===== src/design/chd_ram.sv =====
// Generic simple dual-port RAM: one write port, one registered read port.
// No dependencies.
module chd_ram #(
  parameter int W     = 8,
  parameter int DEPTH = 256,
  localparam int AW   = $clog2(DEPTH)
) (
  input  logic          clk,
  input  logic          we,
  input  logic [AW-1:0] waddr,
  input  logic [W-1:0]  wdata,
  input  logic          re,
  input  logic [AW-1:0] raddr,
  output logic [W-1:0]  rdata
);

  logic [W-1:0] mem [DEPTH];

  always_ff @(posedge clk) begin
    if (we) begin
      mem[waddr] <= wdata;
    end
    if (re) begin
      rdata <= mem[raddr];
    end
  end

endmodule


===== config.mk =====
export PLATFORM = sky130hd
export DESIGN_NAME = chd_ram
export DESIGN_NICKNAME = d
export VERILOG_FILES = /design/src/design/chd_ram.sv
export SDC_FILE = /design/constraint.sdc
export NUM_CORES = 2
export LEC_CHECK = 0
export BUFFER_PORTS_ARGS = -buffer_cell sky130_fd_sc_hd__buf_2
export CAP_MARGIN = 10
export CORE_ASPECT_RATIO = 1.2
export CORE_UTILIZATION = 35
export DETAILED_ROUTE_END_ITERATION = 8
export GPL_ROUTABILITY_DRIVEN = 0
export PLACE_DENSITY_LB_ADDON = 0.08
export SLEW_MARGIN = 30
export SYNTH_ARGS = -nofsm -noshare
export SYNTH_HDL_FRONTEND = slang
export SYNTH_SLANG_ARGS = --single-unit
export TNS_END_PERCENT = 30

===== constraint.sdc =====
create_clock -name clk -period 6.8 [get_ports clk]
set_input_delay 0.34 -clock clk [delete_from_list [all_inputs] [get_ports clk]]
set_output_delay 0.34 -clock clk [all_outputs]
set_load 0.05 [all_outputs]

Yosys cells after proc, flatten, opt, wreduce, memory -nomap -nowiden

Memories as Yosys holds them, arrays and structs flattened. A register that Yosys moved wholly into a read port is not among the register bits.
Index checks and enable logic that the tools add are counted.

Flip-flop bits (word level): 0
Memory bits (writable): 2,048
Input port bits: 27
Output and inout port bits: 8
Word-level logic and storage cells: 3
Memories kept: 1

Memories:

| name | depth | bits a word | rd ports | clocked after Yosys merged registers in | write ports | RTL line | RTL |
|---|---|---|---|---|---|---|---|
| mem  | 256   | 8           | 1        | 1                                       | 1           | 17       | `logic [W-1:0] mem [DEPTH];` |

Muxes and demuxes: 2

Operators with widths:

| cell             | count |
|---|---|
| 2-to-1 mux 1 bit | 2 |

Depth between registers and ports, before layout

Depth after elaboration: 2
Depth in mapped cells: 11
Depth with buffers taken out: 6

Worst setup path after synthesis

Ideal clock, no wire load.

Path kind: input to register
Start: input port raddr[0]
End: register rdata[2], read port of mem, data pin
Setup time: 0.269 ns
Arrival: 2.147 ns
Data required time: 6.531 ns
Slack: 4.384 ns
Cell stages on the path: 9
Path buffers: 4
Cells stage by stage: buf_6 -> buf_12 -> buf_8 -> buf_2 -> mux4_2 -> a22oi_1 -> a21oi_1 -> nor4_1 -> nor4_2

RTL lines:

| what        | RTL line | RTL |
|---|---|---|
| from (decl) | 13       | `input logic [AW-1:0] raddr,` |
| to (decl)   | 14       | `output logic [W-1:0] rdata` |

==> results.cfg <==
[sta]
worst_pin_slew_ns = 1.02
rsz0062_at_grt = no
finClkSkew_ns = 0.0388
maxSlewHeadroom_pct = 31.7
finalSetupViolations = 0
final_hold_viol_count = 0
min_period_ns = 3.54
period_share_pct = 52.1
fmax_ghz = 0.282
maxSlewViolCount = 0
setup_tns_ns = 0

[setup_path]
critical_path_class = in2reg
cp-end-kind = flop
worstSetupStartpointType = input port
slowest_delay_ns = 0.82
crit_required_ns = 7.38
crit_path_max_fanout = 44
crit_chain = buf_8 > buf_16 > buf_16 > buf_12 > buf_4 > mux4_2 > o211ai_1 > nand3_1 > nor4_1 > buf_4 > nor4_2
cpMaxStageDelayCell = nor4_1
arrival_ns = 4.13

[route]
via_per_inst = 5.39
firstDrtPassIters = 5
drtAntennaViolNets = 0
dr_total_vias = 37900
drc_errors = 0
drt_iter0_markers = 3483
routedWlPerCell_um = 32.7
wirelength_um = 231000

[cts]
cts_tree = done
clock-sinks = 2056
cts-htree-levels = 4
insertion_delay_ns = 0.85
postCtsResizedCells = 0
numCtsBuffers = 213
cts_root_buf = clkbuf_16
postCtsHoldBufs = 6
clockBufferDepth = 3
clkTransAtPathRegs_ns = 0.06
cts_setup_buffers = 0

[synthesis]
syn_inst = 3733
syn_area_um2 = 79600
synth_fp_nets = 3760
synth.yosys.seq_area_share_pct = 77.5
yosysUniqueCellTypes = 54
synth_seq_cells = 2056
synth_edf_count = 2056
avgSynthCellArea_um2 = 21.3
async_flop_share_pct = 0
ys.flop_type = edfxtp_1
ys_warn_count = 0

[finish]
area_growth_pct = 13.7
drive_gt1_share_pct = 24.1
nNetsFinal = 3888
fillers = 20000
final_cell_count_no_fill = 7040
final_cell_mix = edfxtp_1 (2056), mux4_2 (454), nor2_1 (234)
final_common_cell = edfxtp_1
stdcell_area_um2 = 90500

[grt]
grt_pass1_vias = 39600
antenna_found_initial = 8
overflow = 0
grt_max_degree = 168
grt_pass1_wl_um = 323000
track_usage_pct = 20.0

[job]
max-cap-violations = 0

[placed_design]
numPortBuffers = 34
hpwlAfterDp_um = 139000
postPlaceCellArea_um2 = 83400
placedCellCount = 6626

[power_and_ir_drop]
pwr-share-clk_pct = 43.1
p_per_area_nw_per_um2 = 298
p_int_mw = 21.1
seq_power_share_pct = 51.9
combPwrFrac_pct = 5.0
p_sw_share_pct = 21.9
ir_drop_v = 0.000241
p_leak_nw = 27.4
p_sw_mw = 5.90

[floorplanning]
rows = 191
boundaryPins = 35
core_um2 = 226000
start_util_pct = 35.3
die_area_um2 = 229000
die_y_um = 525
die_w_um = 437

[hold_path]
hold_path_class = in2reg

[outcome]
status = finished clean
## power groups by stage
stage          clock, mW  combinational [mW]  sequential (mW)
2_1_floorplan          0               0.679             14.3
3_3_place_gp           0                1.35             14.3
3_5_place_dp           0                1.37             14.3
4_1_cts             11.9                1.38             14.0
5_1_grt             12.3                1.42             14.0
6_report            11.6                1.34             14.0
## area by class of cell
cell class	count	area, µm²	share of cell area (%)
antenna	4	10.0	0.0111
sequential	2056	61700	68.2
clock inverter	124	1180	1.31
tap	2991	3740	4.13
timing repair buffer	146	1410	1.55
inverter	2	7.51	0.00829
clock buffer	275	5670	6.26
multi-input combinational	1442	16800	18.5
## synthesized netlist by cell type (24+ instances only)
| cell type | count | share of area (%) |
|---|---|---|
| buf_4 | 27 | 0.25 |
| nand2_1 | 33 | 0.16 |
| nand3_1 | 34 | 0.21 |
| o22ai_1 | 28 | 0.22 |
| o221ai_1 | 46 | 0.51 |
| mux2i_1 | 134 | 1.7 |
| nor2b_1 | 31 | 0.24 |
| nor2_1 | 282 | 1.3 |
| buf_2 | 31 | 0.19 |
| a21oi_1 | 96 | 0.60 |
| a22oi_1 | 133 | 1.3 |
| edfxtp_1 | 2056 | 78 |
| mux4_2 | 454 | 13 |
| nor4_1 | 24 | 0.19 |
| clkbuf_1 | 111 | 0.52 |
## per-stage QoR
step / hold slack, ns / power (mW) / utilization (%) / worst slack, ns
5_1_grt: 0.0297 / 27.7 / 40.1 / 3.12
6_report: 0.0310 / 27.0 / 40.1 / 3.26
4_1_cts: 0.0259 / 27.3 / 40.0 / 3.15
3_5_place_dp: 0.820 / 15.6 / 36.9 / 2.21
2_1_floorplan: 0.439 / 15.0 / - / 4.38
3_3_place_gp: 0.821 / 15.6 / 36.8 / 1.63
## per-layer routing
| metal | share of wire [%] | up-vias | GRT usage, % |
|---|---|---|---|
| met4 | 1.9 | 0 | 4.45 |
| met2 | 51 | 876 | 34.2 |
| met5 | 0 | - | 0 |
| met3 | 4.0 | 264 | 2.53 |
| li1 | - | 16000 | - |
| met1 | 43 | 20800 | 27.3 |
## worst max-delay path: cells and delay by family
kind	cells	cell delay, ns
muxes	1	0.57
AOI/OAI and AO/OA	1	0.34
and+or+nand+nor	3	1.00
buffers and inverters	6	1.72
## sequential cells by signal (all words and copies together), names as in the netlist
signal / cells
rdata: 8
mem: 2048
## kinds of logic (layout without fill, tap and decap cells)
logic type             count (synthesis)  count (layout)  share of synthesized area, %
muxes                                591             591                          14.6
and+or+nand+nor                      466             466                          2.63
DFF                                 2056            2056                          77.5
AOI/OAI and AO/OA                    385             385                          3.42
buffers and inverters                235             547                          1.83
other                                  0               4                             0
## final timing paths
path	slack, ns	start	endpoint	cells past startpoint
min reg2reg	1.18	mem[98][7]	rdata[7]	5
max reg2reg	3.90	mem[25][3]	rdata[3]	6
min	0.03	wdata[1]	mem[79][1]	1
max	3.26	raddr[0]	rdata[0]	11
Power figures use the tool's default switching activity.
