--- src/design/chd_pkg.sv ---
// Shared types and constants for the canonical Huffman decoder.
// Depends on nothing; every other design file except chd_ram imports it.
package chd_pkg;

  localparam int MAX_LEN_DEF     = 32;
  localparam int NUM_SYMBOLS_DEF = 256;

  localparam int REQ_W   = 2;
  localparam int SYM_W   = 8;
  localparam int LEN_W   = 6;
  localparam int BYTE_W  = 8;
  localparam int BCNT_W  = 4;
  localparam int CNT_W   = 9;
  localparam int CODE_W  = 33;
  localparam int FIRST_W = 34;

  localparam int TAB_DEPTH = 256;
  localparam int TAB_AW    = 8;

  localparam int S_TDATA_W = 32;
  localparam int M_TDATA_W = 8;

  localparam logic [BCNT_W-1:0] BITS_PER_BYTE = 4'd8;

  typedef enum logic [REQ_W-1:0] {
    REQ_LOAD   = 2'd0,
    REQ_BUILD  = 2'd1,
    REQ_STREAM = 2'd2
  } req_t;

  typedef enum logic [3:0] {
    ST_IDLE,
    ST_LD_OLD,
    ST_LD_DEC,
    ST_LD_RDNEW,
    ST_LD_INC,
    ST_BD_CNT,
    ST_BD_CHK,
    ST_BD_SWEEP,
    ST_BD_DRAIN,
    ST_DC_BIT,
    ST_DC_EMIT,
    ST_DC_END
  } ctrl_state_t;

  typedef struct packed {
    logic restart;
    logic load;
    logic step;
  } dec_cmd_t;

  typedef struct packed {
    logic              match;
    logic              error;
    logic              last_bit;
    logic [TAB_AW-1:0] idx;
  } dec_stat_t;

  typedef struct packed {
    logic             push;
    logic             flush;
    logic [SYM_W-1:0] sym;
    logic             err;
  } out_cmd_t;

endpackage

--- src/design/chd_outq.sv ---
// Result staging: a hold register that waits to learn whether its item ends the run,
// then the output register. Depends on chd_pkg.
module chd_outq import chd_pkg::*; (
  input  logic             clk,
  input  logic             rst,
  input  out_cmd_t         cmd,
  output logic             ok,
  output logic             m_valid,
  input  logic             m_ready,
  output logic [SYM_W-1:0] m_sym,
  output logic             m_err,
  output logic             m_last
);

  logic             hold_vld;
  logic [SYM_W-1:0] hold_sym;
  logic             hold_err;
  logic             out_free;
  logic             move;

  assign out_free = !m_valid || m_ready;
  assign ok       = !hold_vld || out_free;
  assign move     = hold_vld && out_free && (cmd.push || cmd.flush);

  always_ff @(posedge clk) begin
    if (rst) begin
      hold_vld <= 1'b0;
      m_valid  <= 1'b0;
    end else begin
      if (out_free) begin
        m_valid <= move;
      end
      if (cmd.push && ok) begin
        hold_vld <= 1'b1;
      end else if (cmd.flush && move) begin
        hold_vld <= 1'b0;
      end
    end
  end

  always_ff @(posedge clk) begin
    if (move) begin
      m_sym  <= hold_sym;
      m_err  <= hold_err;
      m_last <= cmd.flush;
    end
    if (cmd.push && ok) begin
      hold_sym <= cmd.sym;
      hold_err <= cmd.err;
    end
  end

  a_push_flush_apart: assert property (@(posedge clk) disable iff (rst)
    !(cmd.push && cmd.flush))
    else $error("push and flush together");

  a_flush_empties: assert property (@(posedge clk) disable iff (rst)
    (cmd.flush && ok) |=> !hold_vld)
    else $error("held item survived a flush");

endmodule

--- config.mk ---
export PLATFORM = sky130hd
export DESIGN_NAME = chd_outq
export DESIGN_NICKNAME = d
export VERILOG_FILES = /design/src/design/chd_pkg.sv /design/src/design/chd_outq.sv
export SDC_FILE = /design/constraint.sdc
export NUM_CORES = 1
export LEC_CHECK = 0
export BUFFER_PORTS_ARGS = -buffer_cell sky130_fd_sc_hd__buf_2
export CAP_MARGIN = 15
export CELL_PAD_IN_SITES_DETAIL_PLACEMENT = 0
export CELL_PAD_IN_SITES_GLOBAL_PLACEMENT = 2
export CORE_ASPECT_RATIO = 1.25
export CORE_MARGIN = 4
export CORE_UTILIZATION = 31
export DETAILED_ROUTE_END_ITERATION = 8
export GPL_TIMING_DRIVEN = 0
export PLACE_DENSITY_LB_ADDON = 0.1
export SLEW_MARGIN = 20
export SYNTH_ARGS = -nofsm -noshare
export SYNTH_HDL_FRONTEND = slang
export SYNTH_SLANG_ARGS = --single-unit
--- constraint.sdc ---
create_clock -name clk -period 1.8 [get_ports clk]
set_input_delay 0.27 -clock clk [delete_from_list [all_inputs] [get_ports clk]]
set_output_delay 0.27 -clock clk [all_outputs]
set_load 0.05 [all_outputs]
; Word-level counts from Yosys, hierarchy flattened
; Index checks and enable logic that the tools add are counted.
[word_totals]
reg_bits = 21
inputBits = 14
out_inout_bits = 12
wordCells = 19
[classes]
mux = 2
reduce_logical = 10
[ops]
columns = op, n
row1 = $logic_and 1x1->1, 4
row2 = $logic_or 1x1->1, 3
row3 = $logic_not 1->1, 2
row4 = $mux 1, 2
row5 = $reduce_bool 2->1, 1

; Logic depth before layout (Yosys ltp)
[logic_depth]
ltp_word = 7
depth_mapped = 2
ltp_nobuf = 2

; Worst setup path before layout
; OpenSTA, ideal clock, no wires.
[synth_path]
kind = register -> register
start = reg m_valid
end = reg hold_err, enable pin
setup_ns = 0.378
t_arrival_ns = 1.282
required_time_ns = 1.422
path_slack_ns = 0.140
stages_incl_launch_ff = 3
period_less_slack_ns = 1.660
cell_sequence = dfxtp_1 and2b_1 a21oi_1
[synth_between]
elab_chain_len = 4
[synth_rtl]
columns = item, line_no
row1 = from (decl), chd_outq.sv:8  ; output logic m_valid,
row2 = from (signal assigned), chd_outq.sv:31  ; m_valid <= move;
row3 = $logic_not 1->1, chd_outq.sv:21  ; assign out_free = !m_valid || m_ready;
row4 = $logic_or 1x1->1, chd_outq.sv:21
row5 = $logic_or 1x1->1, chd_outq.sv:22  ; assign ok = !hold_vld || out_free;
row6 = $logic_and 1x1->1, chd_outq.sv:47  ; if (cmd.push && ok) begin
row7 = to (signal assigned), chd_outq.sv:49  ; hold_err <= cmd.err;
row8 = to (decl), chd_outq.sv:17  ; logic hold_err;
; No other way between the ends.
; A chain may end at the register's enable or synchronous reset.

; Worst setup path after layout
[layout_path]
start = reg m_valid
end = reg hold_sym[2], enable pin
[layout_between]
elab_chain_len = 4
[layout_rtl]
columns = item, line_no
row1 = $logic_not 1->1, chd_outq.sv:21
row2 = $logic_or 1x1->1, chd_outq.sv:21
row3 = $logic_or 1x1->1, chd_outq.sv:22
row4 = $logic_and 1x1->1, chd_outq.sv:47
row5 = to (signal assigned), chd_outq.sv:48  ; hold_sym <= cmd.sym;
row6 = to (decl), chd_outq.sv:16  ; logic [SYM_W-1:0] hold_sym;
; No other way between the ends.

==> out/metrics.yaml <==
run_status:
  status: "finished clean"
final_layout:
  area_growth_pct: 26.2
  layout_common_cells: "buf_2, edfxtp_1, clkbuf_4"
  final_nets: 75
  post-route-cell-area_um2: 855
  final_common_cell: "buf_2"
  drive_above_1_share: 0.517
  n_antenna_cell: 0
  stdcell_count: 80
place:
  place_area_um2: 827
  numPortBuffers: 25
  place_congestion: 0.548
  place_inst: 76
  dp_slack_ns: 0.124
  hpwl_um: 839
detailed_routing:
  drt-initial-drc-count: 1
  via_per_inst: 4.55
  drtPass1Iterations: 2
  wl_per_cell_um: 13.6
  antenna_left: 0
  drcViolationCount: 0
  via_count: 364
  wirelength_mm: 1.09
sta:
  min_period_ns: 1.61
  finalHoldViolCount: 0
  rsz0062_at_grt: "false"
  worst_pin_slew_ns: 0.843
  fin_skew_ns: 0.00785
  max_freq_ghz: 0.622
  period_share: 0.893
  slew_headroom: 0.438
  slew_viol_final: 0
  setup_viol: 0
  fin_ws_ns: 0.192
  fin_setup_tns_ns: 0
synthesis:
  synth_compound_area_frac: 0.0444
  synth_xor_xnor_area_share: 0
  yosys_warnings: 0
  ys_seq_elements: 21
  synth_top_cell_by_area: "edfxtp_1"
  synth_adder_area_share: 0
  synthCells: 31
  synth_top_cell_area_share: 0.843
  ys_seq_area_frac: 0.902
  yosys.area_share.simple: 0.0481
  synth_top_family_by_area: "simple AND/OR/NAND/NOR gates"
  synth_cell_types: 10
  synth.area.mux_share: 0
  synth.area.top_cells: "edfxtp_1, dfxtp_1, a311oi_2, nand2b_4, a21oi_1"
  syn_avg_cell_area_um2: 21.8
  syn_nets: 45
  syn-cell-area_um2: 677
clocking:
  numCtsBuffers: 3
  cts_tree: "done"
  path_clk_slew_ns: 0.12
  cts_buffer_depth: 2
  worst_skew_pair.late_latency_ns: 0.30
  cts_hold_buf: 0
  post_cts.repair.setup_buffers: 0
  root_buffer: "clkbuf_4"
  cts_max_level: 1
  cts_resized: 0
  cts.sinks: 21
die:
  start_util: 0.334
  core-area_um2: 2030
  dieHeight_um: 60.2
  die_area_um2: 3000
  rows: 18
  io_pins: 26
  die_w_um: 49.8
critical_path:
  crit_path_max_fanout: 9
  endpoint: "hold_sym[2]"
  rrSetupSlack_ns: 0.19
  cp.arrival_ns: 1.54
  cp-end-kind: "register"
  r2r_cells: 2
  critical_path_class: "register to register"
  r2r-end: "hold_sym[2]"
  required_ns: 1.73
  crit_start: "m_valid"
  r2r-start: "m_valid"
  start_kind: "register"
global_route:
  grtUsageTotal: 0.0815
  grt_max_degree: 13
  grt-ovfl-total: 0
  grt_pass1_wl_mm: 1.76
  antenna_found_initial: 0
  grt_pass1_vias: 415
worst_hold_path:
  hold_class: "input pin to register"
power_and_ir_drop:
  finalPower_uw: 873
  irDropWorstVdd_mv: 0.628
  leakagePower_uw: 0.000343
  p_per_area_nw_per_um2: 1020
job:
  cap_violations: 0
-- power by group --
group	switching, uW	internal (uW)	leakage [uW]
sequential	7.89	561	0.000197
combinational	63.1	22.6	0.000128
clock	136	82.6	0.0000177
total	207	666	0.000343
-- flip-flops by register name, indices dropped and copies added, names as in the netlist --
signal	cells
m_last	1
m_err	1
hold_vld	1
m_valid	1
hold_sym	8
m_sym	8
hold_err	1
-- synthesized netlist by cell type --
cell	number
nand2_1	1
a311oi_2	1
nand2b_4	1
edfxtp_1	19
dfxtp_1	2
nor2_1	2
o21ai_0	1
and2b_1	1
a21oi_1	2
inv_1	1
-- cell families after synthesis --
| kind of cell | Yosys count |
|---|---|
| AO/OA/AOI/OAI | 4 |
| buffers and inverters | 1 |
| flip-flops | 21 |
| AND/OR/NAND/NOR | 5 |
-- how the worst min path moves through the flow --
| stage | from | endpoint | cells past startpoint |
|---|---|---|---|
| 2_1_floorplan | rst | hold_vld | 1 |
| 3_3_place_gp | hold_sym[1] | m_sym[1] | 0 |
| 3_5_place_dp | hold_sym[2] | m_sym[2] | 0 |
| 4_1_cts | cmd[7] | hold_sym[6] | 1 |
| 5_1_grt | cmd[4] | hold_sym[3] | 1 |
| 6_report | cmd[2] | hold_sym[1] | 1 |
-- area by class of cell --
cell class | instances | area [um2]
sequential | 21 | 611
clock buffer | 3 | 22.5
inverter | 1 | 3.75
clock inverter | 1 | 5.00
timing repair buffer | 25 | 125
multi-input combinational | 9 | 62.6
fill | 194 | 1170
tap | 20 | 25.0
-- per-stage QoR --
step	utilization	hold WS [ns]
finish	0.422	0.138
global route	0.422	0.127
CTS	0.422	0.135
detailed placement	0.408	0.406
global placement	0.408	0.403
floorplan	-	0.338
-- layer usage --
metal	vias up	part of all wire	global-route usage	routed length, um
li1	176	-	-	-
met1	171	0.35	0.0702	382
met2	17	0.57	0.163	622
met3	0	0.076	0.0249	83
met4	0	0	0.0474	0
met5	-	0	0	0
-- worst max-delay path, stage by stage (launching register included) --
cell     delay, ns
dfxtp_1       0.36
and2b_1       0.20
a21oi_1       0.69
No activity file was read; power rests on OpenSTA's default activity.
