### config.mk
export PLATFORM = sky130hd
export DESIGN_NAME = chd_bitdec
export DESIGN_NICKNAME = d
export VERILOG_FILES = /design/src/design/chd_pkg.sv /design/src/design/chd_bitdec.sv
export SDC_FILE = /design/constraint.sdc
export NUM_CORES = 1
export LEC_CHECK = 0
export ABC_AREA = 1
export BUFFER_PORTS_ARGS = -buffer_cell sky130_fd_sc_hd__buf_2
export CAP_MARGIN = 10
export CORE_MARGIN = 1.5
export CORE_UTILIZATION = 40
export CTS_BUF_LIST = sky130_fd_sc_hd__clkbuf_4
export DETAILED_ROUTE_END_ITERATION = 8
export HOLD_SLACK_MARGIN = 0.15
export PLACE_DENSITY = 0.59
export SYNTH_ARGS = -nofsm -noshare
export SYNTH_HDL_FRONTEND = slang
export SYNTH_SLANG_ARGS = --single-unit
export TNS_END_PERCENT = 30
### constraint.sdc
create_clock -name clk -period 4.3 [get_ports clk]
set_clock_uncertainty 0.2 [all_clocks]
set_input_delay 0.86 -clock clk [delete_from_list [all_inputs] [get_ports clk]]
set_output_delay 0.86 -clock clk [all_outputs]
set_load 0.01 [all_outputs]
### src/design/chd_pkg.sv
// Shared types and constants for the canonical Huffman decoder.
// Depends on nothing; every other design file except chd_ram imports it.
package chd_pkg;

  localparam int MAX_LEN_DEF     = 32;
  localparam int NUM_SYMBOLS_DEF = 256;

  localparam int REQ_W   = 2;
  localparam int SYM_W   = 8;
  localparam int LEN_W   = 6;
  localparam int BYTE_W  = 8;
  localparam int BCNT_W  = 4;
  localparam int CNT_W   = 9;
  localparam int CODE_W  = 33;
  localparam int FIRST_W = 34;

  localparam int TAB_DEPTH = 256;
  localparam int TAB_AW    = 8;

  localparam int S_TDATA_W = 32;
  localparam int M_TDATA_W = 8;

  localparam logic [BCNT_W-1:0] BITS_PER_BYTE = 4'd8;

  typedef enum logic [REQ_W-1:0] {
    REQ_LOAD   = 2'd0,
    REQ_BUILD  = 2'd1,
    REQ_STREAM = 2'd2
  } req_t;

  typedef enum logic [3:0] {
    ST_IDLE,
    ST_LD_OLD,
    ST_LD_DEC,
    ST_LD_RDNEW,
    ST_LD_INC,
    ST_BD_CNT,
    ST_BD_CHK,
    ST_BD_SWEEP,
    ST_BD_DRAIN,
    ST_DC_BIT,
    ST_DC_EMIT,
    ST_DC_END
  } ctrl_state_t;

  typedef struct packed {
    logic restart;
    logic load;
    logic step;
  } dec_cmd_t;

  typedef struct packed {
    logic              match;
    logic              error;
    logic              last_bit;
    logic [TAB_AW-1:0] idx;
  } dec_stat_t;

  typedef struct packed {
    logic             push;
    logic             flush;
    logic [SYM_W-1:0] sym;
    logic             err;
  } out_cmd_t;

endpackage

### src/design/chd_bitdec.sv
// Bit-serial code resolver: byte shift register and the running canonical code state.
// Depends on chd_pkg.
module chd_bitdec import chd_pkg::*; #(
  parameter int MAX_LEN = MAX_LEN_DEF,
  localparam int CA_W   = $clog2(MAX_LEN + 1)
) (
  input  logic              clk,
  input  logic              rst,
  input  dec_cmd_t          cmd,
  input  logic [BYTE_W-1:0] stream_byte,
  input  logic [BCNT_W-1:0] bit_count,
  input  logic [CNT_W-1:0]  count,
  output dec_stat_t         stat,
  output logic [CA_W-1:0]   len_now,
  output logic [CA_W-1:0]   len_next
);

  logic [CODE_W-1:0]  partial_code;
  logic [FIRST_W-1:0] first_code;
  logic [CNT_W-1:0]   rank_base;
  logic [CA_W-1:0]    bits_taken;
  logic [BYTE_W-1:0]  byte_sr;
  logic [BCNT_W-1:0]  rem;

  logic [CODE_W-1:0]  code;
  logic [FIRST_W-1:0] code_ext;
  logic [FIRST_W-1:0] diff;
  logic [FIRST_W-1:0] first_add;
  logic               in_range;
  logic               at_max;

  assign code      = partial_code | CODE_W'(byte_sr[BYTE_W-1]);
  assign code_ext  = FIRST_W'(code);
  assign diff      = code_ext - first_code;
  assign in_range  = (code_ext >= first_code) && (diff < FIRST_W'(count));
  assign first_add = first_code + FIRST_W'(count);
  assign len_now   = bits_taken + CA_W'(1);
  assign len_next  = len_now + CA_W'(1);
  assign at_max    = (len_now == CA_W'(MAX_LEN));

  assign stat.match    = in_range;
  assign stat.error    = !in_range && at_max;
  assign stat.last_bit = (rem == BCNT_W'(1));
  assign stat.idx      = rank_base[TAB_AW-1:0] + diff[TAB_AW-1:0];

  always_ff @(posedge clk) begin
    if (rst) begin
      partial_code <= '0;
      first_code   <= '0;
      rank_base    <= '0;
      bits_taken   <= '0;
      rem          <= '0;
    end else begin
      if (cmd.restart) begin
        partial_code <= '0;
        first_code   <= '0;
        rank_base    <= '0;
        bits_taken   <= '0;
      end
      if (cmd.load) begin
        rem <= (bit_count > BITS_PER_BYTE) ? BITS_PER_BYTE : bit_count;
      end
      if (cmd.step) begin
        rem <= rem - BCNT_W'(1);
        if (in_range || at_max) begin
          partial_code <= '0;
          first_code   <= '0;
          rank_base    <= '0;
          bits_taken   <= '0;
        end else begin
          partial_code <= {code[CODE_W-2:0], 1'b0};
          first_code   <= {first_add[FIRST_W-2:0], 1'b0};
          rank_base    <= rank_base + count;
          bits_taken   <= len_now;
        end
      end
    end
  end

  always_ff @(posedge clk) begin
    if (cmd.load) begin
      byte_sr <= stream_byte;
    end else if (cmd.step) begin
      byte_sr <= {byte_sr[BYTE_W-2:0], 1'b0};
    end
  end

  a_step_has_bits: assert property (@(posedge clk) disable iff (rst)
    cmd.step |-> rem != '0)
    else $error("bit step with no bits left in the byte");

  a_len_bound: assert property (@(posedge clk) disable iff (rst)
    cmd.step |-> 32'(bits_taken) < MAX_LEN)
    else $error("code grew past the maximum length");

endmodule

Word-level counts from Yosys, hierarchy flattened

Cells that the tools add are included.

Magnitude comparators: 3
Add/subtract/negate cells: 7
Reduce and logical (&&, ||, !) cells: 6
Bitwise gates (word level): 1
Muxes and demuxes: 17
Equal/unequal tests: 2

Operators with widths:

| operator              | count |
|---|---|
| $mux W34              | 3 |
| $mux W33              | 3 |
| $ge A33 B34 Y1        | 1 |
| $lt A34 B9 Y1         | 1 |
| $sub A33 B34 Y34      | 1 |
| $add A33 B9 Y33       | 1 |
| $or A33 B1 Y33        | 1 |
| $mux W9               | 3 |
| $mux W6               | 3 |
| $mux W8               | 2 |
| $add A6 B1 Y6 const B | 2 |
| $mux W4               | 3 |
| $add A9 B9 Y9         | 1 |
| $add A8 B8 Y8         | 1 |
| $eq A6 B6 Y1 const B  | 1 |
| $eq A4 B1 Y1 const B  | 1 |
| $gt A4 B4 Y1 const B  | 1 |
| $reduce_bool A2 Y1    | 2 |
| $sub A4 B1 Y4 const B | 1 |
| $logic_and A1 B1 Y1   | 2 |
| $logic_not A1 Y1      | 1 |
| $logic_or A1 B1 Y1    | 1 |

Word-level logic and storage cells: 42
Flip-flop bits (word level): 94
Output and inout port bits: 23
Input port bits: 26

Depth between registers and ports, before layout

Depth in word-level cells: 7
Gate-level depth with buffers: 24
Depth with buffers taken out: 23

Worst setup path after synthesis

No wires, ideal clock.

Kind: reg-to-output
Start: register partial_code[1]
End: output stat[10] (netlist bit)
Cell stages (with the launch flop): 25
Data required time: 3.240 ns
Path slack: 0.424 ns
Path buffers: 2
Data arrival time: 2.816 ns
Cells stage by stage: dfxtp_1 inv_1 ha_1 fa_1 inv_1 nand2_1 nand2_1 nand2_1 xnor2_1 ha_1 nand2_1 inv_1 a21oi_1 a21oi_1 nand3_1 nand2_1 inv_1 nand2_1 nor2_1 nand2_1 nor2_1 nand3_2 buf_2 inv_2 buf_4

Cells in the longest elaborated chain, start to end: 4
Elaborated cells between the ends (all ways): 5
Classes of those cells: 1 x add/sub; 2 x order compare; 1 x bitwise; 1 x reduce/logical

Ends and longest elaborated chain:

| element                | line             | source |
|---|---|---|
| start, declared        | chd_bitdec.sv:18 | `logic [CODE_W-1:0] partial_code;` |
| start signal, assigned | chd_bitdec.sv:71 | `partial_code <= {code[CODE_W-2:0], 1'b0};` |
| $or A33 B1 Y33 *       | chd_bitdec.sv:32 | `assign code = partial_code \| CODE_W'(byte_sr[BYTE_W-1]);` |
| $sub A33 B34 Y34       | chd_bitdec.sv:34 | `assign diff = code_ext - first_code;` |
| $lt A34 B9 Y1          | chd_bitdec.sv:35 | `assign in_range = (code_ext >= first_code) && (diff < FIRST_W'(count));` |
| $logic_and A1 B1 Y1 *  | chd_bitdec.sv:35 |  |
| end, declared          | chd_bitdec.sv:13 | `output dec_stat_t stat,` |

Mark *: on every way between the ends. The rest lies on a longest branch, timed or not.

==> impl_metrics.yaml <==
sta:
  tightestPinTransition_ns: 1.165
  setup_viol: 1
  whs_ns: 0.2841
  final_hold_viol_count: 0
  clock.fmax_ghz: 0.2308
  setup_ws_ns: -0.03281
  fin_crit_ns: 4.333
  relSlewSlack_pct: 22.24
  rsz0062_at_grt: "true"
  slew_violations: 0
  period_share_pct: 100.8
power:
  peakVddDrop_mv: 0.1630
  leakage_nw: 4.748
  p_per_area_nw_per_um2: 234.1
  power.total_mw: 2.155
placed_design:
  io_buffers: 48
  gp_congestion: 0.9177
  dp_hpwl_um: 18060
  dpl-instance-area_um2: 8832
  dpl_worst_slack_ns: 0.2343
  placedCellCount: 1714
global_routing:
  overflow: 0
  grtUsageTotal_pct: 22.64
  grt_max_degree: 80
  grt_pass1_vias: 7941
  grt_pass1_wl_um: 39880
  antenna_found_initial: 1
flow_run:
  maxCapViolCount: 0
drt:
  drt_iter0_drc: 569
  drcViolationCount: 0
  wl_per_cell_um: 13.76
  postRouteAntennaNets: 0
  drtPass1Iterations: 5
  vias_per_cell: 4.975
  finalWirelength_um: 23930
  via_count: 8651
yosys:
  synthArstFlopShare_pct: 0
  yosys-top-cells-area: "nand2_1 (21%), dfxtp_1 (20%), inv_1 (11%)"
  synth.distinct_cells: 31
  netlist_area_um2: 8366
  synth.most_common_cell: "nand2_1"
  yosysWarningCount: 0
  synth_top_cell_by_area: "nand2_1"
  avgSynthCellArea_um2: 5.838
  postSynthRegisterBits: 91
  syn_nets: 1529
  synthFlopType: "dfxtp_1"
  synth_edf_count: 8
  synth.top_cells.by_count: "nand2_1 (465), inv_1 (236), a21oi_1 (135), nand3_1 (134), nor2_1 (117)"
  synth.top_cell.area_share_pct: 20.86
  synthCells: 1433
  synth-seq-area-share_pct: 22.73
worst_setup_path:
  timing.critical_path.buf_inv: 5
  rr_startpoint: "partial_code[1]"
  cpPeakStageDelay_ns: 0.37
  slowest_stage: "dfxtp_2"
  start_kind: "register"
  r2r_slack_ns: 0.46
  path_class: "reg -> out"
  crit_path_end_kind: "output port"
  cp_max_fo: 2
  crit_arrival_ns: 3.27
  critPathMostFrequentCell: "nand2_1"
  critPathRequiredTime_ns: 3.24
  regToRegEndpoint: "first_code[18]"
  ff2ff_path_depth: 24
  crit_chain: "inv_2 > ha_4 > fa_2 > buf_4 > xnor2_2 > ha_1 > nand2_1 > nand2_1 > a21oi_2 > a21oi_1 > nand3_1 > nand2_1 > inv_1 > nand2_1 > nor2_1 > nand2_1 > nor2_2 > nand3_2 > inv_2 > nor2_1 > buf_2"
  worst-path-stages: 21
  path_delay_family: "adder cells"
cts:
  clock_path_buffers: 2
  cts_tree: "done"
  clk_pin_slew_worst_paths_ns: 0.18
  cts.sinks: 91
  numCtsBuffers: 9
  h-tree-depth: 3
  cts_root_buf: "clkbuf_4"
  cts-hold-fix-buffers: 0
  insertion_delay_ns: 0.48
die:
  core-area_um2: 20360
  ioPinCount: 49
  die_h_um: 147.6
  row_count: 52
  die_w_um: 147.6
  initial_core_util_pct: 41.08
  die-area_um2: 21790
hold_path:
  whs_path_depth: 2
  min_path_type: "reg -> reg"
  hold_path_end: "first_code[27]"
  hold_start: "first_code[27]"
cells_and_area:
  layout.nets: 1559
  area_delta_synth_final_pct: 10.02
  drive_gt1_share_pct: 8.515
  final_cells: 1739
  nFillCells: 2234
  final_area_um2: 9204
run_status:
  status: "finished, violations left"
  failed_checks: "negative setup slack"
## report_power, final
group          leakage [nW]  switching, mW  internal (mW)
Sequential            0.759         0.0253          0.887
Combinational          3.90          0.427          0.264
Clock                0.0865          0.358          0.194
Total                  4.75          0.810           1.34
## state kept, by name, indices dropped and copies added (netlist names)
name and cells:
bits_taken 6, byte_sr 8, first_code 33, partial_code 32
rank_base 8, rem 4
## placed cells by master, fill, tap and decap left out, types with 5 or more instances in the layout
| master | synthesis | routed |
|---|---|---|
| nand2_1 | 465 | 461 |
| xor2_1 | 30 | 27 |
| buf_4 | 2 | 18 |
| o21bai_1 | 6 | 6 |
| dfxtp_1 | 83 | 77 |
| clkbuf_4 | 0 | 9 |
| nor4_1 | 5 | 5 |
| edfxtp_1 | 8 | 8 |
| o21ai_0 | 21 | 20 |
| nand3b_1 | 13 | 13 |
| dfxtp_2 | 0 | 6 |
| nand3_1 | 134 | 132 |
| nand4_1 | 9 | 9 |
| inv_1 | 236 | 234 |
| a21oi_1 | 135 | 132 |
| xnor2_1 | 11 | 9 |
| nor2_1 | 117 | 113 |
| ha_1 | 66 | 58 |
| buf_2 | 8 | 48 |
| nor3_1 | 24 | 23 |
## area by class of cell
class                   count  area [um2]  area share, %
well taps                 270       337.8          3.670
clock inverters             7       90.09         0.9788
repair buffers             66       375.4          4.078
diodes                      1       2.502        0.02719
multi-input cells        1057        5528          60.06
clock buffers               9       67.56         0.7341
inverters                 238       893.4          9.706
flip-flops and latches     91        1909          20.74
## metrics by stage
stage                     utilization [%]  setup TNS (ns)
after floorplan                         -               0
after global placement              43.37               0
after detailed placement            43.37               0
after CTS                           44.57         -0.2547
after global routing                45.20         -0.3989
final                               45.20        -0.03281
## worst register-to-register path, delay by kind of cell, from the launching register on
kind,cells,cell delay [ns]
and+or+nand+nor,14,1.09
adders and majority gates,3,0.81
buffers and inverters,4,0.80
DFF,1,0.37
AOI/OAI and AO/OA,2,0.33
xor gates and xnor gates,1,0.14
## worst max path at each step
stage,start,end
2_1_floorplan,partial_code[1],stat[10]
3_3_place_gp,partial_code[1],stat[9]
3_5_place_dp,partial_code[1],stat[9]
4_1_cts,partial_code[1],stat[9]
5_1_grt,partial_code[1],stat[9]
6_report,partial_code[1],stat[9]
## cell families (layout without fill, tap and decap cells)
family,after synthesis,count (layout),share of synthesized area [%]
compound gates,171,171,10.63
buf+inv,285,320,13.00
other cells,0,1,0
flops,91,91,22.73
xor+xnor,41,41,4.292
simple gates,775,775,38.51
fa+ha+maj,70,70,10.83
## layer usage
layer	global-route usage, %	share of wire [%]	routed length, um
met5	0	0	0
met4	5.050	1.0	249
met3	2.716	4.7	1122
met2	35.09	43	10270
met1	33.42	51	12280
## timing repair
item / 4_1_cts / 5_1_grt
gates cloned: 0 / 0
resized for setup: 10 / 28
pin swaps: 12 / 8
endpoints found under the setup margin: 2 / 3
setup buffers: 6 / 2
Power figures use the tool's default switching activity.
