File: src/design/chd_pkg.sv
// Shared types and constants for the canonical Huffman decoder.
// Depends on nothing; every other design file except chd_ram imports it.
package chd_pkg;

  localparam int MAX_LEN_DEF     = 32;
  localparam int NUM_SYMBOLS_DEF = 256;

  localparam int REQ_W   = 2;
  localparam int SYM_W   = 8;
  localparam int LEN_W   = 6;
  localparam int BYTE_W  = 8;
  localparam int BCNT_W  = 4;
  localparam int CNT_W   = 9;
  localparam int CODE_W  = 33;
  localparam int FIRST_W = 34;

  localparam int TAB_DEPTH = 256;
  localparam int TAB_AW    = 8;

  localparam int S_TDATA_W = 32;
  localparam int M_TDATA_W = 8;

  localparam logic [BCNT_W-1:0] BITS_PER_BYTE = 4'd8;

  typedef enum logic [REQ_W-1:0] {
    REQ_LOAD   = 2'd0,
    REQ_BUILD  = 2'd1,
    REQ_STREAM = 2'd2
  } req_t;

  typedef enum logic [3:0] {
    ST_IDLE,
    ST_LD_OLD,
    ST_LD_DEC,
    ST_LD_RDNEW,
    ST_LD_INC,
    ST_BD_CNT,
    ST_BD_CHK,
    ST_BD_SWEEP,
    ST_BD_DRAIN,
    ST_DC_BIT,
    ST_DC_EMIT,
    ST_DC_END
  } ctrl_state_t;

  typedef struct packed {
    logic restart;
    logic load;
    logic step;
  } dec_cmd_t;

  typedef struct packed {
    logic              match;
    logic              error;
    logic              last_bit;
    logic [TAB_AW-1:0] idx;
  } dec_stat_t;

  typedef struct packed {
    logic             push;
    logic             flush;
    logic [SYM_W-1:0] sym;
    logic             err;
  } out_cmd_t;

endpackage

File: src/design/chd_ctrl.sv
// Sequencer for loads, table builds and stream decoding; owns the valid bits of
// the count and length memories. Depends on chd_pkg.
module chd_ctrl import chd_pkg::*; #(
  parameter int MAX_LEN     = MAX_LEN_DEF,
  parameter int NUM_SYMBOLS = NUM_SYMBOLS_DEF,
  localparam int CA_W       = $clog2(MAX_LEN + 1),
  localparam int SYM_AW     = $clog2(NUM_SYMBOLS)
) (
  input  logic              clk,
  input  logic              rst,
  input  logic              s_valid,
  output logic              s_ready,
  input  logic [REQ_W-1:0]  req,
  input  logic [SYM_W-1:0]  symbol,
  input  logic [LEN_W-1:0]  code_length,
  input  logic [BCNT_W-1:0] bit_count,
  output logic              cnt_we,
  output logic [CA_W-1:0]   cnt_waddr,
  output logic [CNT_W-1:0]  cnt_wdata,
  output logic              cnt_re,
  output logic [CA_W-1:0]   cnt_raddr,
  input  logic [CNT_W-1:0]  cnt_rdata,
  output logic              len_we,
  output logic [SYM_AW-1:0] len_waddr,
  output logic [LEN_W-1:0]  len_wdata,
  output logic              len_re,
  output logic [SYM_AW-1:0] len_raddr,
  input  logic [LEN_W-1:0]  len_rdata,
  output logic              tab_we,
  output logic [TAB_AW-1:0] tab_waddr,
  output logic [SYM_W-1:0]  tab_wdata,
  output logic              tab_re,
  output logic [TAB_AW-1:0] tab_raddr,
  input  logic [SYM_W-1:0]  tab_rdata,
  output dec_cmd_t          dcmd,
  input  dec_stat_t         dstat,
  input  logic [CA_W-1:0]   len_now,
  input  logic [CA_W-1:0]   len_next,
  output logic [CNT_W-1:0]  count_val,
  output out_cmd_t          ocmd,
  input  logic              out_ok
);

  ctrl_state_t state, state_next;

  logic [SYM_AW-1:0] ld_sym;
  logic [LEN_W-1:0]  ld_len;
  logic [LEN_W-1:0]  ld_old;
  logic [CA_W-1:0]   blen;
  logic [SYM_AW-1:0] bsym;
  logic [SYM_AW-1:0] psym;
  logic              sweep_pend;
  logic [TAB_AW-1:0] pos;
  logic              emit_err;
  logic              emit_last;
  logic              cnt_vld [MAX_LEN + 1];
  logic              len_vld [NUM_SYMBOLS];
  logic              cnt_rvld;
  logic              len_rvld;

  logic              accept;
  req_t              rq;
  logic              sym_ok;
  logic [LEN_W-1:0]  len_clamp;
  logic [LEN_W-1:0]  len_stored;
  logic              blen_last;

  assign s_ready    = (state == ST_IDLE);
  assign accept     = s_valid && s_ready;
  assign rq         = req_t'(req);
  assign sym_ok     = 32'(symbol) < NUM_SYMBOLS;
  assign len_clamp  = (32'(code_length) > MAX_LEN) ? '0 : code_length;
  assign len_stored = len_rvld ? len_rdata : '0;
  assign count_val  = cnt_rvld ? cnt_rdata : '0;
  assign blen_last  = (blen == CA_W'(MAX_LEN));

  assign len_waddr = ld_sym;
  assign len_wdata = ld_len;
  assign tab_we    = sweep_pend && (CA_W'(len_stored) == blen);
  assign tab_waddr = pos;
  assign tab_wdata = SYM_W'(psym);
  assign tab_raddr = dstat.idx;

  always_comb begin
    state_next = state;
    cnt_re     = 1'b0;
    cnt_raddr  = len_now;
    cnt_we     = 1'b0;
    cnt_waddr  = CA_W'(ld_len);
    cnt_wdata  = count_val + CNT_W'(1);
    len_re     = 1'b0;
    len_raddr  = bsym;
    len_we     = 1'b0;
    tab_re     = 1'b0;
    dcmd       = '0;
    ocmd.push  = 1'b0;
    ocmd.flush = 1'b0;
    ocmd.sym   = emit_err ? '0 : tab_rdata;
    ocmd.err   = emit_err;
    case (state)
      ST_IDLE: begin
        if (accept) begin
          case (rq)
            REQ_LOAD: begin
              if (sym_ok) begin
                len_re     = 1'b1;
                len_raddr  = SYM_AW'(symbol);
                state_next = ST_LD_OLD;
              end
            end
            REQ_BUILD: begin
              dcmd.restart = 1'b1;
              state_next   = ST_BD_CNT;
            end
            REQ_STREAM: begin
              if (bit_count != '0) begin
                dcmd.load  = 1'b1;
                cnt_re     = 1'b1;
                state_next = ST_DC_BIT;
              end
            end
            default: begin
            end
          endcase
        end
      end
      ST_LD_OLD: begin
        cnt_re     = 1'b1;
        cnt_raddr  = CA_W'(len_stored);
        state_next = ST_LD_DEC;
      end
      ST_LD_DEC: begin
        if (ld_old != '0 && count_val != '0) begin
          cnt_we    = 1'b1;
          cnt_waddr = CA_W'(ld_old);
          cnt_wdata = count_val - CNT_W'(1);
        end
        state_next = ST_LD_RDNEW;
      end
      ST_LD_RDNEW: begin
        cnt_re     = 1'b1;
        cnt_raddr  = CA_W'(ld_len);
        state_next = ST_LD_INC;
      end
      ST_LD_INC: begin
        cnt_we     = (ld_len != '0);
        len_we     = 1'b1;
        state_next = ST_IDLE;
      end
      ST_BD_CNT: begin
        cnt_re     = 1'b1;
        cnt_raddr  = blen;
        state_next = ST_BD_CHK;
      end
      ST_BD_CHK: begin
        if (count_val != '0) begin
          state_next = ST_BD_SWEEP;
        end else if (blen_last) begin
          state_next = ST_IDLE;
        end else begin
          state_next = ST_BD_CNT;
        end
      end
      ST_BD_SWEEP: begin
        len_re = 1'b1;
        if (bsym == SYM_AW'(NUM_SYMBOLS - 1)) begin
          state_next = ST_BD_DRAIN;
        end
      end
      ST_BD_DRAIN: begin
        state_next = blen_last ? ST_IDLE : ST_BD_CNT;
      end
      ST_DC_BIT: begin
        dcmd.step = 1'b1;
        if (dstat.match) begin
          tab_re     = 1'b1;
          state_next = ST_DC_EMIT;
        end else if (dstat.error) begin
          state_next = ST_DC_EMIT;
        end else if (dstat.last_bit) begin
          state_next = ST_DC_END;
        end else begin
          cnt_re    = 1'b1;
          cnt_raddr = len_next;
        end
      end
      ST_DC_EMIT: begin
        if (out_ok) begin
          ocmd.push = 1'b1;
          if (emit_last) begin
            state_next = ST_DC_END;
          end else begin
            cnt_re     = 1'b1;
            state_next = ST_DC_BIT;
          end
        end
      end
      ST_DC_END: begin
        ocmd.flush = 1'b1;
        if (out_ok) begin
          state_next = ST_IDLE;
        end
      end
      default: begin
        state_next = ST_IDLE;
      end
    endcase
  end

  always_ff @(posedge clk) begin
    if (rst) begin
      state      <= ST_IDLE;
      sweep_pend <= 1'b0;
      cnt_rvld   <= 1'b0;
      len_rvld   <= 1'b0;
      for (int i = 0; i <= MAX_LEN; i++) begin
        cnt_vld[i] <= 1'b0;
      end
      for (int i = 0; i < NUM_SYMBOLS; i++) begin
        len_vld[i] <= 1'b0;
      end
    end else begin
      state      <= state_next;
      sweep_pend <= (state == ST_BD_SWEEP);
      if (cnt_re) begin
        cnt_rvld <= cnt_vld[cnt_raddr];
      end
      if (len_re) begin
        len_rvld <= len_vld[len_raddr];
      end
      if (cnt_we) begin
        cnt_vld[cnt_waddr] <= 1'b1;
      end
      if (len_we) begin
        len_vld[len_waddr] <= 1'b1;
      end
    end
  end

  always_ff @(posedge clk) begin
    if (accept) begin
      ld_sym <= SYM_AW'(symbol);
      ld_len <= len_clamp;
      blen   <= CA_W'(1);
      pos    <= '0;
    end
    if (state == ST_LD_OLD) begin
      ld_old <= len_stored;
    end
    if ((state == ST_BD_CHK && count_val == '0 && !blen_last) ||
        (state == ST_BD_DRAIN && !blen_last)) begin
      blen <= blen + CA_W'(1);
    end
    if (state == ST_BD_CHK) begin
      bsym <= '0;
    end else if (state == ST_BD_SWEEP) begin
      bsym <= bsym + SYM_AW'(1);
      psym <= bsym;
    end
    if (tab_we) begin
      pos <= pos + TAB_AW'(1);
    end
    if (state == ST_DC_BIT) begin
      emit_err  <= !dstat.match;
      emit_last <= dstat.last_bit;
    end
  end

  a_stream_starts: assert property (@(posedge clk) disable iff (rst)
    (accept && rq == REQ_STREAM && bit_count != '0) |=> state == ST_DC_BIT)
    else $error("stream item did not start bit decoding");

  a_no_rw_clash: assert property (@(posedge clk) disable iff (rst)
    cnt_we |-> (!cnt_re || cnt_waddr != cnt_raddr))
    else $error("count memory read and written at one address");

endmodule

File: config.mk
export PLATFORM = sky130hd
export DESIGN_NAME = chd_ctrl
export DESIGN_NICKNAME = d
export VERILOG_FILES = /design/src/design/chd_pkg.sv /design/src/design/chd_ctrl.sv
export SDC_FILE = /design/constraint.sdc
export NUM_CORES = 1
export LEC_CHECK = 0
export ABC_CLOCK_PERIOD_IN_PS = 7200
export BUFFER_PORTS_ARGS = -buffer_cell sky130_fd_sc_hd__buf_4
export CORE_MARGIN = 4
export CORE_UTILIZATION = 30
export DETAILED_ROUTE_END_ITERATION = 12
export SYNTH_ARGS = -nofsm -noshare
export SYNTH_HDL_FRONTEND = slang
export SYNTH_SLANG_ARGS = --single-unit
export TNS_END_PERCENT = 100
File: constraint.sdc
create_clock -name clk -period 7.2 [get_ports clk]
set_input_delay 0 -clock clk [delete_from_list [all_inputs] [get_ports clk]]
set_output_delay 0 -clock clk [all_outputs]
set_load 0.005 [all_outputs]
Yosys cells after proc, flatten, opt, wreduce, memory -nomap -nowiden --
Memory sizes are Yosys's and may differ from the RTL's. A register that Yosys moved wholly into a read port is not among the register bits. Cells that the tools add are included. W data, S select, Z words.
Cells by class: magnitude comparators 1, add/subtract/negate cells 5, $mul 0, divide/modulo/power cells 0, mux-type cells 69, reduce and logical (&&, ||, !) cells 23, shifts and indexed selects 0, bitwise operators 1, equal/unequal tests 23
Operators with widths (count):
- $mux W8 | 7
- $mux W6 | 9
- $pmux W4 S11 | 1
- $mux W4 | 8
- $mux W1 | 31
- $mux W9 | 3
- $pmux W6 S4 | 1
- $add A8 B1 Y8 const B | 2
- $eq A4 B3 Y1 const B | 4
- $eq A4 B4 Y1 const B | 4
- $pmux W4 S3 | 1
- $reduce_bool A6 Y1 | 2
- $add A9 B1 Y9 const B | 1
- $logic_not A9 Y1 | 1
- $reduce_bool A9 Y1 | 1
- $sub A9 B1 Y9 const B | 1
- $eq A4 B2 Y1 const B | 2
- $eq A8 B8 Y1 const B | 1
- $reduce_and A7 Y1 | 1
- $add A6 B1 Y6 const B | 1
- $eq A6 B6 Y1 | 1
- $eq A6 B6 Y1 const B | 1
- $gt A6 B6 Y1 const B | 1
- $logic_and A1 B1 Y1 | 6
- other kinds (22) | 31
Storage, ports and cells: output and inout port bits 97, bits in registers 57, bits in writable memories 289, memories 2, bits in read-only memories 0, word-level logic and storage cells 135, latch bits 0, input bits 70
Memory list:
- len_vld | depth 256, bits a word 1, read ports 1, clocked after Yosys merged registers in 1, wr ports 256, RTL line chd_ctrl.sv:57 | logic len_vld [NUM_SYMBOLS];
- cnt_vld | depth 33, bits a word 1, read ports 1, clocked after Yosys merged registers in 1, wr ports 33, RTL line chd_ctrl.sv:56 | logic cnt_vld [MAX_LEN + 1];

Longest topological paths before layout --
depth in word-level cells 10, depth in mapped cells 16, mapped depth without buffers 13

Least setup slack after synthesis --
No wires, ideal clock.
path type reg-to-reg, start point register state[0], end point register cnt_rvld (read register of cnt_vld), data required time 7.067 ns, cell stages (with the launch flop) 13, library setup time 0.133 ns, clock period less this slack 3.318 ns, arrival 3.185 ns, slack 3.882 ns, path buffers 3, cell sequence dfxtp_1 -> buf_2 -> nor4b_1 -> a32o_1 -> a211o_1 -> buf_2 -> buf_2 -> mux2i_1 -> nor3_1 -> a2111oi_0 -> nand3_1 -> nand4_1 -> a31oi_1
On the way: longest elaborated chain between the ends 4, elaborated cells between the ends (all ways) 11, classes of those cells eq/ne: 5; mux: 3; reduce/logical: 3
Ends and longest elaborated chain:
- start: declaration | RTL line chd_ctrl.sv:44 | ctrl_state_t state, state_next;
- start signal: assignment | RTL line chd_ctrl.sv:223 | state <= state_next;
- $logic_not A4 Y1 | RTL line chd_ctrl.sv:68, chd_ctrl.sv:100
- $logic_and A1 B1 Y1 | RTL line chd_ctrl.sv:69 | assign accept = s_valid && s_ready;
- $mux W1 | RTL line chd_ctrl.sv:102 | if (accept) begin
- $pmux W1 S4 | RTL line chd_ctrl.sv:100 | case (state)
- end: declaration | RTL line chd_ctrl.sv:58 | logic cnt_rvld;
Parallel ways exist; a longest one is shown, timed or not. A chain may end at the register's enable or synchronous reset.

Worst setup path after layout --
start point register state[1], end point register len_rvld (read register of len_vld)
On the way: longest elaborated chain between the ends 4, elaborated cells between the ends (all ways) 7, classes of those cells eq/ne: 1; mux: 4; reduce/logical: 2
Ends and longest elaborated chain:
- $logic_not A4 Y1 | RTL line chd_ctrl.sv:68, chd_ctrl.sv:100
- $logic_and A1 B1 Y1 | RTL line chd_ctrl.sv:69
- $mux W1 or $mux W8 (tied branches) | RTL line chd_ctrl.sv:102
- $pmux W1 S2 or $mux W8 (tied branches) | RTL line chd_ctrl.sv:100
- end: declaration | RTL line chd_ctrl.sv:59 | logic len_rvld;
Parallel ways exist; a longest one is shown, timed or not.

==> metrics.yaml <==
postCtsSetupBuffers: 0
worst-path-stages: 10
drc: 0
synthesis.nets: 2002
powerDensity_mw_per_mm2: 292
hp-class: "primary input to output port"
multiInputGateArea_mm2: 0.00699
num_vias: 14885
path_cells: "nor4_4 -> and2_1 -> mux2i_1 -> inv_1 -> a311oi_1 -> nand3_1 -> nand4_1 -> o22ai_1 -> or4b_1 -> o311ai_1"
worstSetupPathType: "flop to flop"
cts_buffer_depth: 3
core-area_mm2: 0.0553
synth-compound-area-share: 0.211
fillers: 5629
status: "finished, final reports clean"
tns_ns: 0
nets: 2113
critical_path_required_ns: 7.67
worstMarginPinSlew_ns: 1.14
synth_top_area_share: 0.399
cts_tree: "built"
synth.area.top_cells: "dfxtp_1, o22ai_1, edfxtp_1"
cts_made_buffers: 42
cts.clk_slew.worst_paths_ns: 0.06
crit_arrival_ns: 5.31
synth-seq-area-share: 0.478
root_buffer: "clkbuf_16"
rsz0062_at_grt: "false"
timing.final.crit_share: 0.672
placed_cell_area_mm2: 0.0184
die_h_um: 245
syn_avg_cell_area_um2: 8.74
leakage_nw: 6.85
synth-xor-area-share: 0.0125
routabilityCongestion: 0.929
finalHoldViolCount: 0
dr.pass1.iters: 6
clock_latency_ns: 0.57
grt_pass1_wl_mm: 84.0
drtIter0Drc: 1384
port_buffers: 150
reg2reg_depth: 10
ios: 167
synthAdderAreaFrac: 0.00820
cp_max_fo: 23
antenna_found_initial: 1
finClkSkew_ns: 0.0288
start_util: 0.304
synthTopCellsByCount: "dfxtp_1, inv_1, o22ai_1, nand2_1, clkbuf_1"
grtUsageTotal: 0.177
ir_worst_vdd_mv: 0.144
cp_top_family: "simple AND/OR/NAND/NOR gates"
synth-simple-area-share: 0.125
synth.ff_latch_count: 379
final_util: 0.364
dpl.cell_count: 2706
synth_flop_cell: "dfxtp_1"
synth_top_family_by_area: "compound AO/OA/AOI/OAI gates"
gr-total-overflow: 0
maxCapViolCount: 0
cp-end-kind: "flop"
maxSlewHeadroom: 0.233
yosysTopAreaCell: "dfxtp_1"
die_x_um: 245
register_area_mm2: 0.00803
design_area_mm2: 0.0201
slew_violations: 0
ant_nets: 0
dp_hpwl_mm: 36.3
critical-path-max-stage-delay_ns: 0.79
fmax_mhz: 207
whs_ns: 0.00000197
setup_violations: 0
grt_max_degree: 116
synth-edff-count: 44
hold_depth: 0
cp-start-kind: "flop"
ys.warnings.count: 0
cts_max_level: 2
grt_pass1_vias: 14223
yosysMostFrequentCell: "dfxtp_1"
rows: 86
via_per_inst: 5.30
syn_inst: 1921
synthArstFlopShare: 0
fin_cells: 2810
die_area_mm2: 0.0598
synth_mux_area_frac: 0.0583
cpMaxStageDelayCell: "mux2i_1"
critPathBufInv: 1
area_growth_pct: 19.9
cts_sinks: 379
wl_per_cell_um: 19.6
synth.distinct_cells: 76
drive_gt1_frac: 0.129
layout_min_cycle_time_ns: 4.83
synth_area_mm2: 0.0168
drt-total-wl_mm: 55.2
cell usage in the layout (no fill, tap or decap), types with 12 or more instances in the layout:
cell type | Yosys | final
mux2i_1 | 56 | 55
a22oi_1 | 12 | 12
nor3_1 | 19 | 19
o211ai_1 | 30 | 30
inv_1 | 320 | 320
dlygate4sd3_1 | 0 | 30
nor2_1 | 57 | 57
nand4_1 | 21 | 21
buf_4 | 12 | 163
o22ai_1 | 299 | 299
o21bai_1 | 31 | 31
a21oi_1 | 55 | 55
o21ai_0 | 44 | 44
dfxtp_1 | 335 | 335
xor2_1 | 13 | 13
nand2_1 | 175 | 175
nand3_1 | 58 | 58
a31oi_1 | 12 | 12
and2_1 | 18 | 18
nor2b_1 | 25 | 25
mux4_2 | 17 | 17
edfxtp_1 | 44 | 44
clkbuf_16 | 0 | 44
stage by stage:
step                      total power, mW  setup WS [ns]
after floorplan                      3.20           3.88
final                                5.88           2.37
after global routing                 6.13           2.12
after detailed placement             3.69           2.56
after global placement               3.67           2.71
after CTS                            5.91           2.50
timing repair:
action | 4_1_cts | 5_1_grt
hold buffers | 30 | 0
gates resized for setup | 0 | 0
endpoints found under the hold margin | 26 | 0
endpoints found under the setup margin | 0 | 0
cell type report:
class / instances / area share
clock inverter: 15 / 0.00939
inverter: 325 / 0.0606
clock buffer: 58 / 0.0608
multi-input combinational: 1090 / 0.347
sequential: 379 / 0.399
timing repair buffer: 194 / 0.0764
antenna: 1 / 0.000124
tap: 748 / 0.0465
report_power, final:
group / switching (mW) / total [mW] / internal, mW
Sequential: 0.158 / 2.42 / 2.26
Clock: 0.894 / 2.19 / 1.30
Combinational: 0.804 / 1.27 / 0.463
Total: 1.86 / 5.88 / 4.02
state kept, by name (all words and copies together) (netlist names):
register	count
len_waddr	8
cnt_rvld	1
bsym	8
blen	6
ld_old	6
emit_err	1
emit_last	1
len_vld	256
len_rvld	1
sweep_pend	1
tab_wdata	8
state	4
tab_waddr	8
cnt_vld	64
len_wdata	6
final timing paths:
| check | slack (ns) | to | from |
|---|---|---|---|
| worst max-delay path | 2.37 | len_rvld | state[1] |
| worst min-delay path | 0.000002 | tab_raddr[6] | dstat[6] |
| worst max register to register | 2.37 | len_rvld | state[1] |
| worst min register to register | 0.44 | cnt_vld[34] | cnt_vld[34] |
per-layer routing:
| layer | share of wire | GRT usage |
|---|---|---|
| met5 | 0 | 0 |
| met1 | 0.43 | 0.232 |
| met4 | 0.029 | 0.0574 |
| met3 | 0.083 | 0.0387 |
| met2 | 0.46 | 0.289 |
cells by family after synthesis:
logic type,count (synthesis)
adders and majority gates,11
DFF,379
buffers and inverters,452
muxes,76
xor gates and xnor gates,24
and+or+nand+nor,434
AOI/OAI and AO/OA,545
No activity file was read; power rests on OpenSTA's default activity.
